## src/rtl/gcna_pkg.sv

```systemverilog
// Package for the grouped complex norm accumulator.
// Holds the default widths, the controller state type and the command and status structs.
// No dependencies.
`timescale 1ns / 1ps

package gcna_pkg;

  // Default parameter values.
  localparam int SAMPLE_WIDTH_DEF = 16;
  localparam int ACC_WIDTH_DEF    = 40;

  // Fixed widths of the cell total and of the shared squaring multiplier.
  localparam int SUM_W  = 63;
  localparam int HALF_W = 32;

  // Four accumulators times four partial products each.
  localparam int SQ_STEPS = 16;
  localparam int CNT_W    = $clog2(SQ_STEPS + 1);

  // Shift codes of a partial product, in units of HALF_W.
  localparam logic [1:0] SH_NONE = 2'd0;
  localparam logic [1:0] SH_HALF = 2'd1;
  localparam logic [1:0] SH_FULL = 2'd2;

  typedef enum logic [2:0] {
    ST_IDLE,
    ST_ACC,
    ST_MAG,
    ST_SQ,
    ST_TOTAL
  } gcna_state_t;

  // Commands from the controller to the datapath.
  typedef struct packed {
    logic load;     // register the term products of an accepted request
    logic accum;    // add the products into the four accumulators
    logic mag;      // take magnitudes, clear accumulators, start squaring
    logic sq_step;  // one step of the squaring sequence
    logic total;    // add the group norm into the cell total, emit on cell end
  } gcna_cmd_t;

  // Status from the datapath to the controller.
  typedef struct packed {
    logic close_grp;  // the current term closes its group
    logic cell_end;   // the current term closes its cell
    logic sq_done;    // the last partial product is being added
    logic out_free;   // the output register can take a result this cycle
  } gcna_stat_t;

endpackage

```

## src/rtl/gcna_ctrl.sv

```systemverilog
// Controller state machine for the grouped complex norm accumulator.
// Sequences load, accumulate, squaring and total update; uses gcna_pkg.
// Drives the input ready and the datapath commands.
`timescale 1ns / 1ps

module gcna_ctrl (
  input  logic                clk,
  input  logic                rst_n,
  input  logic                in_valid,
  output logic                in_ready,
  input  gcna_pkg::gcna_stat_t stat,
  output gcna_pkg::gcna_cmd_t  cmd
);

  gcna_pkg::gcna_state_t state_r, state_nxt;

  // State register.
  always_ff @(posedge clk) begin
    if (!rst_n) begin
      state_r <= gcna_pkg::ST_IDLE;
    end else begin
      state_r <= state_nxt;
    end
  end

  // Next state and commands.
  always_comb begin
    state_nxt = state_r;
    cmd       = '0;
    in_ready  = 1'b0;
    case (state_r)
      gcna_pkg::ST_IDLE: begin
        in_ready = 1'b1;
        if (in_valid) begin
          cmd.load  = 1'b1;
          state_nxt = gcna_pkg::ST_ACC;
        end
      end
      gcna_pkg::ST_ACC: begin
        cmd.accum = 1'b1;
        state_nxt = stat.close_grp ? gcna_pkg::ST_MAG : gcna_pkg::ST_IDLE;
      end
      gcna_pkg::ST_MAG: begin
        cmd.mag   = 1'b1;
        state_nxt = gcna_pkg::ST_SQ;
      end
      gcna_pkg::ST_SQ: begin
        cmd.sq_step = 1'b1;
        if (stat.sq_done) begin
          state_nxt = gcna_pkg::ST_TOTAL;
        end
      end
      gcna_pkg::ST_TOTAL: begin
        // A cell end waits until the output register is free.
        if (!stat.cell_end || stat.out_free) begin
          cmd.total = 1'b1;
          state_nxt = gcna_pkg::ST_IDLE;
        end
      end
      default: begin
        state_nxt = gcna_pkg::ST_IDLE;
      end
    endcase
  end

endmodule

```

## config.mk

```make
export PLATFORM = sky130hd
export DESIGN_NAME = gcna_ctrl
export DESIGN_NICKNAME = d
export VERILOG_FILES = /design/src/rtl/gcna_pkg.sv /design/src/rtl/gcna_ctrl.sv
export SDC_FILE = /design/constraint.sdc
export NUM_CORES = 1
export LEC_CHECK = 0
export BUFFER_PORTS_ARGS = -buffer_cell sky130_fd_sc_hd__buf_2
export CAP_MARGIN = 20
export CORE_AREA = 2 2 39 41
export CTS_BUF_LIST = sky130_fd_sc_hd__clkbuf_4 sky130_fd_sc_hd__clkbuf_8
export CTS_CLUSTER_SIZE = 10
export DETAILED_ROUTE_END_ITERATION = 12
export DIE_AREA = 0 0 41 43
export PLACE_DENSITY = 0.47
export SYNTH_ARGS = -nofsm -noshare
export SYNTH_HDL_FRONTEND = slang
export SYNTH_SLANG_ARGS = --single-unit
```

## constraint.sdc

```tcl
create_clock -name clk -period 2.7 [get_ports clk]
set_clock_uncertainty 0.15 [all_clocks]
set_input_delay 0.135 -clock clk [delete_from_list [all_inputs] [get_ports clk]]
set_output_delay 0.135 -clock clk [all_outputs]
set_load 0.02 [all_outputs]
```

======== After elaboration in Yosys (flattened, before gate mapping) ========
Cells that the tools add are included.
word-level totals
  register bits after elaboration ......... 3
  input port bits ......................... 7
  output and inout port bits .............. 6
  word-level logic and storage cells ...... 25
cells by class
  equal/unequal tests ..................... 7
  muxes and demuxes ....................... 13
  reductions and logical operators ........ 4
operators by type and width
  cell                                                                    count
  3-bit one-hot mux with 5 select lines                                   1
  3-bit two-way mux                                                       3
  1-bit two-way mux                                                       8
  3-bit by 2-bit equality test with 1-bit output (second input constant)  2
  2-bit != test (second input constant)                                   3
  3-bit by 1-bit equality test with 1-bit output (second input constant)  1
  3-bit equality test (second input constant)                             1
  3-bit zero test                                                         1
  3-bit AND reduction                                                     1
  2-bit two-way mux                                                       1
  1-bit zero test                                                         1
  1-bit logical OR                                                        1

======== Longest topological paths before layout ========
Gate-level depths: netlist (run 1).
  depth in word-level cells ............... 4
  depth in mapped cells ................... 3
  gate-level depth less buffers ........... 2

======== Worst setup path after synthesis (run 1) ========
Ideal clock, no wire load.
  path kind ............................... register to output
  from .................................... reg state_r[0]
  to ...................................... out cmd[4] in the netlist's numbering
  data arrival time ....................... 1.228 ns
  required time ........................... 2.415 ns
  slack ................................... 1.187 ns
  cell stages (with the launch flop) ...... 4
  buffers on the path ..................... 1
  path through ............................ dfxtp_1 buf_6 nor3_1 and2_1
RTL lines
  element                   line             text
  start: declaration        gcna_ctrl.sv:15  gcna_pkg::gcna_state_t state_r, state_nxt;
  start signal: assignment  gcna_ctrl.sv:20  state_r <= gcna_pkg::ST_IDLE;
  start signal: assignment  gcna_ctrl.sv:22  state_r <= state_nxt;
  end: declaration          gcna_ctrl.sv:12  output gcna_pkg::gcna_cmd_t cmd

==> results of run 1 <==
==> synthesized netlist by cell type (all sizes together) <==
master	number
a21bo	1
a21oi	3
and2	1
and3b	1
buf	2
dfxtp	3
inv	2
nand2b	2
nand3b	2
nand4b	1
nor3	1
nor3b	2
o22ai	1
or3b	1
==> path summary, 6_finish.rpt <==
path / slack, ns / endpoint / start / cells after the start
min reg2reg: 0.43 / state_r[1] / state_r[0] / 2
min: 0.03 / state_r[1] / rst_n / 3
max: 1.10 / cmd[0] / state_r[2] / 3
max reg2reg: 1.58 / state_r[2] / state_r[2] / 2
==> power by group through the flow <==
stage	clock, µW	combinational (µW)	sequential, µW
6_report	88.6	28.2	50.6
5_1_grt	97.7	31.6	51.4
2_1_floorplan	0	21.1	48.9
3_5_place_dp	0	28.4	51.2
3_3_place_gp	0	28.4	51.1
4_1_cts	94.0	28.5	50.5
==> final cells by class <==
cell class	count	area, µm²	area share (%)
Multi-Input combinational cell	16	128	41.8
Inverter	2	7.51	2.46
Clock buffer	4	30.0	9.84
Sequential cell	3	60.1	19.7
Tap cell	16	20.0	6.56
Timing Repair Buffer	12	60.1	19.7
==> cells in the final DEF, fill, tap and decap left out <==
cell,count
buf_2,12
clkbuf_4,4
dfxtp_1,3
nor3b_1,2
inv_1,2
a21oi_1,2
nand3b_1,2
and3b_2,1
nor3_1,1
or3b_4,1
a21oi_2,1
and2_1,1
a21bo_1,1
nand2b_1,1
nand2b_2,1
nand4b_1,1
o22ai_2,1
==> cell families (layout without fill, tap and decap cells) <==
logic type	count (synthesis)	in the layout	share of synthesized area, %
AND/OR/NAND/NOR	11	11	40.3
AO/OA/AOI/OAI	5	5	19.3
buffers and inverters	4	18	12.3
flip-flops	3	3	28.1
==> per-stage QoR <==
stage,cell area [µm²],setup slack [ns],instances,hold slack [ns]
after floorplan,214,1.19,23,0.118
after global placement,275,1.36,49,0.270
after detailed placement,275,1.35,49,0.265
after CTS,305,1.09,53,0.0178
after global routing,305,1.03,53,0.0347
final,305,1.10,53,0.0261
==> routing by layer <==
metal	GRT usage [%]	part of all wire (%)
met1	8.31	46
met2	7.81	38
met3	1.57	15
met4	8.00	0
met5	0	0
==> worst register-to-register path, stage by stage, from the launching register on <==
cell	delay (ns)
dfxtp_1	0.39
or3b_4	0.42
o22ai_2	0.09
==> impl_metrics.ini, run 1 <==
[critical_path]
path_buf_inv = 1
critical_path.top_delay_family = simple AND/OR/NAND/NOR gates
slowest_stage = or3b_4
critPathCaptureType = output port
slowest_delay_ns = 0.42
critPathMaxFanout = 7
crit_chain = or3b_4 -> a21oi_2 -> buf_2
startpoint_type = flop
critPathArrivalTime_ns = 1.31
crit_type = reg -> out
worstPathRequired_ns = 2.41

[clock_tree]
clock_path_buffers = 2
cts_made_buffers = 3
cts-root-buf = clkbuf_4
cts_resized = 0
clk_pin_slew_ns = 0.04
clock-sinks = 3
clock_latency_ns = 0.23
htreeDepth = 1
holdBufCountCts = 0
cts_setup_buffers = 0
cts_tree = built

[layout]
reg.largest.list = state_r (3)
largest_reg_flops = 3
fin_nets = 45
largest-register = state_r
area_delta_synth_final_pct = 42.7
fillers = 158
final_core_util_pct = 22.1
diodes = 0
drive_above_1_share_pct = 56.8

[sta]
max_slew_margin_pct = 83.2
fmax_ghz = 0.627
hold_violations = 0
worstMarginPinSlew_ns = 0.252
period_needed_ns = 1.60
setup_violations = 0
setup_tns_ns = 0
rsz0062_at_grt = false
post-route-period-util_pct = 59.1
drv_slew = 0

[global_route]
grt_overflow = 0
antenna_found_initial = 0
grt_max_degree = 10
track_usage_pct = 6.61
first_global_vias = 199
grt_pass1_wl_um = 752

[floorplan]
fp.dieH_um = 43
chipWidth_um = 41
io_pins = 13
coreArea_um2 = 1380
initial_core_util_pct = 15.5
die-area_um2 = 1760
rows = 14

[yosys]
synth_nets = 30
ys_seq_area_share_pct = 28.1
postSynthAreaPerCell_um2 = 9.30
ys_ff_latch = 3
yosysTopAreaCellShare_pct = 28.1
synth.area.top_cells = dfxtp_1 28%, nand3b_1 7.0%, nor3b_1 7.0%
synth_cells = 23
netlist_area_um2 = 214
synth.distinct_cells = 17
ys_warn_count = 0
synth_top_area_cell = dfxtp_1

[drt]
drc = 0
first_iter_violations = 0
firstDrtPassIters = 1
routed_via_density = 3.91
ant_nets = 0
wl_per_cell_um = 8.74
routed_wl_um = 463
vias = 207

[power]
p_sw_uw = 42.6
p_leak_uw = 0.000145
intPower_uw = 125
powerDensity_nw_per_um2 = 548
power_frac_clock_pct = 52.9
worst_ir_drop_vdd_uv = 142
swShare_pct = 25.4
power_frac_comb_pct = 16.9
seq_power_share_pct = 30.2
power_uw = 167

[placed_design]
port_buffers = 12
gp_congestion = 0.555

[flow_run]
maxCapViolCount = 0

[run_status]
outcome = complete, no violations

[hold_path]
worstHoldPathType = in -> reg
(Power assumes the default switching activity.)
==> run 2: changes to the inputs <==
--- a/config.mk
+++ b/config.mk
@@ -12,7 +12,7 @@
 export CTS_CLUSTER_SIZE = 10
 export DETAILED_ROUTE_END_ITERATION = 12
 export DIE_AREA = 0 0 41 43
-export PLACE_DENSITY = 0.47
+export PLACE_DENSITY = 0.48
 export SYNTH_ARGS = -nofsm -noshare
 export SYNTH_HDL_FRONTEND = slang
 export SYNTH_SLANG_ARGS = --single-unit
==> constraint.sdc (replaced) <==
create_clock -name clk -period 1.35 [get_ports clk]
set_clock_uncertainty 0.15 [all_clocks]
set_input_delay 0.0675 -clock clk [delete_from_list [all_inputs] [get_ports clk]]
set_output_delay 0.0675 -clock clk [all_outputs]
set_load 0.02 [all_outputs]
==> impl_metrics.ini, run 2 (synthesis results as in run 1) <==
[layout]
seqCellArea_um2 = 62.6
drive_above_1_share_pct = 66.7
fillers = 150
largest_reg_flops = 3
area_delta_synth_final_pct = 97.1
multi_input_area_um2 = 151
final_cell_mix = 8 x buf_2, 5 x dlygate4sd3_1, 5 x buf_4
diodes = 0
largest-register = state_r
final_common_cell = buf_2
final_core_util_pct = 30.5
reg.largest.list = state_r (3)
fin_nets = 53

[power]
swShare_pct = 24.8
intPower_uw = 277
seq_power_share_pct = 26.2
power_frac_comb_pct = 25.9
p_leak_uw = 0.000199
power_frac_clock_pct = 47.9
worst_ir_drop_vdd_uv = 324
p_sw_uw = 91.3
powerDensity_nw_per_um2 = 874

[floorplan]
coreArea_um2 = 1380
rows = 14
initial_core_util_pct = 15.5
fp.dieH_um = 43
die-area_um2 = 1760
chipWidth_um = 41
io_pins = 13

[drt]
routed_wl_um = 515
routed_via_density = 3.97
drc = 0
wl_per_cell_um = 8.44
first_iter_violations = 3
firstDrtPassIters = 4
vias = 242
ant_nets = 0

[global_route]
first_global_vias = 214
grt_overflow = 0
grt_pass1_wl_um = 786
track_usage_pct = 7.03
antenna_found_initial = 0
grt_max_degree = 9

[sta]
hold_violations = 2
setup_violations = 1
drv_slew = 0
fmax_ghz = 0.712
setup_ws_ns = -0.0540
period_needed_ns = 1.40
worstMarginPinSlew_ns = 0.132
max_slew_margin_pct = 91.2
rsz0062_at_grt = true
setup_tns_ns = -0.0540
post-route-period-util_pct = 104
hold_ws_ns = -0.00466

[placed_design]
gp_congestion = 0.700
place_ws_ns = 0.173
port_buffers = 12

[clock_tree]
htreeDepth = 1
clock_latency_ns = 0.23
cts_tree = built
cts_made_buffers = 3
clock-sinks = 3
clock_path_buffers = 2
cts-root-buf = clkbuf_4
cts_setup_buffers = 0
clk_pin_slew_ns = 0.04

[critical_path]
critPathMaxFanout = 2
startpoint_type = flop
crit_type = reg -> out
worstPathRequired_ns = 1.13
critPathCaptureType = output port
critPathArrivalTime_ns = 1.19

[run_status]
failed_checks = negative hold slack, negative setup slack
outcome = complete, but fails checks

[hold_path]
worstHoldPathType = in -> reg

[flow_run]
maxCapViolCount = 0
[run 2: changes by cell type in the layout (fill, tap and decap cells not counted), sizes merged]
cell and change:
buf +3, dlygate4sd3 +5
[run 2: power by group through the flow]
stage          Sequential [µW]  Clock, µW  Combinational (µW)
6_report                  96.7        176                95.4
5_1_grt                   97.6        193                 105
4_1_cts                   96.1        183                90.7
3_5_place_dp              97.1          0                70.1
3_3_place_gp              97.1          0                69.3
2_1_floorplan             98.2          0                43.3
[run 2: cell type report]
type / instances / area share [%]
Clock buffer: 4 / 7.12
Inverter: 2 / 1.78
Multi-Input combinational cell: 16 / 35.9
Sequential cell: 3 / 14.8
Tap cell: 16 / 4.75
Timing Repair Buffer: 20 / 35.6
[run 2: stage by stage]
step	total power [µW]	area [µm²]	hold slack, ns	instances
2_1_floorplan	141	219	0.0502	23
3_3_place_gp	166	303	0.201	52
3_5_place_dp	167	303	0.201	52
4_1_cts	370	402	0.00150	61
5_1_grt	396	422	0.00889	61
6_report	369	422	-0.00466	61
[run 2: path summary, 6_finish.rpt]
path	end	start	slack, ns	depth (start not counted)
setup / recovery	cmd[0]	state_r[1]	-0.05	3
hold reg to reg	state_r[2]	state_r[1]	0.39	2
setup reg to reg	state_r[0]	state_r[1]	0.32	3
hold / removal	state_r[1]	stat[1]	-0.005	3
[run 2: what timing repair did]
item | in CTS | in global routing
pin swaps | 2 | 2
endpoints found under the hold margin | 3 | 0
hold buffers | 5 | 0
setup endpoints to repair | 2 | 4
resized for setup | 5 | 7
[run 2: worst max-delay path, stage by stage, from the launching register on]
cell     delay [ns]
dfxtp_2        0.31
or3b_4         0.40
a21oi_2        0.11
buf_4          0.14
[run 2: layer usage]
layer / vias to the layer above / share of wire, % / track usage [%]
li1: 123 / - / -
met1: 107 / 42 / 7.40
met2: 12 / 51 / 10.0
met3: 0 / 7.0 / 1.57
met4: 0 / 0 / 8.00
met5: - / 0 / 0
==> run 3: changes to the inputs <==
==> constraint.sdc (replaced) <==
create_clock -name clk -period 1.25 [get_ports clk]
set_clock_uncertainty 0.15 [all_clocks]
set_input_delay 0.0625 -clock clk [delete_from_list [all_inputs] [get_ports clk]]
set_output_delay 0.0625 -clock clk [all_outputs]
set_load 0.02 [all_outputs]
==> impl_metrics.ini, run 3 (synthesis results as in run 1) <==
[run_status]
outcome = complete, but fails checks
failed_checks = negative setup slack

[placed_design]
port_buffers = 12
gp_congestion = 0.620

[global_route]
first_global_vias = 259
track_usage_pct = 7.93
antenna_found_initial = 0
grt_max_degree = 9
grt_overflow = 0
grt_pass1_wl_um = 869

[drt]
wl_per_cell_um = 8.67
first_iter_violations = 1
drc = 0
routed_via_density = 3.95
routed_wl_um = 546
firstDrtPassIters = 3
ant_nets = 0
vias = 249

[sta]
setup_ws_ns = -0.146
hold_violations = 0
worstMarginPinSlew_ns = 0.153
setup_violations = 3
max_slew_margin_pct = 89.8
period_needed_ns = 1.40
post-route-period-util_pct = 112
hold_ws_ns = 0.475
rsz0062_at_grt = true
drv_slew = 0
fmax_ghz = 0.716

[critical_path]
r2r_start = state_r[0]
crit_type = reg -> out
critPathArrivalTime_ns = 1.18
ff2ff_setup_slack_ns = 0.12
startpoint_type = flop
critPathCaptureType = output port
r2r_end = state_r[2]
critPathMaxFanout = 2
worstPathRequired_ns = 1.04
reg2reg_depth = 3

[flow_run]
maxCapViolCount = 0

[power]
p_sw_uw = 100
worst_ir_drop_vdd_uv = 336
intPower_uw = 306
power_frac_clock_pct = 47.1
swShare_pct = 24.6
p_leak_uw = 0.000210
powerDensity_nw_per_um2 = 906
power_frac_comb_pct = 27.3
seq_power_share_pct = 25.6

[clock_tree]
clk_pin_slew_ns = 0.04
clock_latency_ns = 0.23
cts-root-buf = clkbuf_4
htreeDepth = 1
cts_tree = built
clock-sinks = 3
clock_path_buffers = 2
cts_made_buffers = 3

[floorplan]
io_pins = 13
fp.dieH_um = 43
initial_core_util_pct = 15.5
die-area_um2 = 1760
coreArea_um2 = 1380
rows = 14
chipWidth_um = 41

[hold_path]
hold_start = state_r[0]
worstHoldPathType = reg -> reg
holdPathEnd = state_r[2]
hold_depth = 3

[layout]
multi_input_area_um2 = 151
largest-register = state_r
final_core_util_pct = 32.4
seqCellArea_um2 = 62.6
drive_above_1_share_pct = 66.0
area_delta_synth_final_pct = 109
diodes = 0
largest_reg_flops = 3
final_common_cell = buf_4
reg.largest.list = state_r (3)
final_cell_mix = 7 x buf_4, 6 x dlygate4sd3_1, 6 x buf_2
fin_nets = 55
fillers = 154
## run 3: cell types whose count changed in the layout (fill, tap and decap cells not counted)
cell	change
buf_2	-2
buf_4	+2
buf_6	+1
dlygate4sd3_1	+1
## run 3: how the worst max path moves through the flow
stage                from  endpoint  cells past startpoint  slack, ns
4_1_cts        state_r[0]    cmd[0]                      3      -0.16
5_1_grt        state_r[0]    cmd[0]                      3      -0.19
2_1_floorplan  state_r[0]    cmd[0]                      3       0.02
3_3_place_gp   state_r[1]    cmd[0]                      3       0.08
3_5_place_dp   state_r[1]    cmd[0]                      3       0.08
6_report       state_r[0]    cmd[0]                      3      -0.15
## run 3: power groups by stage
stage	logic [µW]	registers (µW)	clock network [µW]
after floorplan	46.8	106	0
after global placement	74.8	105	0
after detailed placement	75.9	105	0
after CTS	106	104	204
after global routing	121	104	215
final	111	104	191
## run 3: worst max-delay path, stage by stage, from the launching register on
cell and delay [ns]:
dfxtp_2 0.31, or3b_4 0.40, a21oi_2 0.10, buf_4 0.14
## run 3: what timing repair did
item                                    4_1_cts  5_1_grt
pin swaps                                     1        2
endpoints found under the setup margin        6        6
hold buffers                                  6        0
setup buffers                                 1        0
resized for setup                            11        4
endpoints found under the hold margin         3        0
## run 3: through the flow
stage	power (µW)	setup slack (ns)	instance area [µm²]	std cells	setup TNS [ns]
after floorplan	153	0.0239	219	23	0
after global placement	180	0.0755	303	52	0
after detailed placement	181	0.0773	303	52	0
after CTS	414	-0.160	437	63	-0.389
after global routing	440	-0.189	448	63	-0.542
final	406	-0.146	448	63	-0.257
## run 3: per-layer routing
metal / vias up / global-route usage [%] / share of wire [%]
li1: 127 / - / -
met1: 112 / 7.72 / 39
met2: 10 / 11.6 / 53
met3: 0 / 1.57 / 8.4
met4: 0 / 10.0 / 0
met5: - / 0 / 0
## run 3: cell type report
type                       instances  share of cell area [%]
tap                               16                    4.47
timing repair buffer              22                    39.4
clock buffer                       4                    6.70
multi-input combinational         16                    33.8
inverter                           2                    1.68
sequential                         3                    14.0
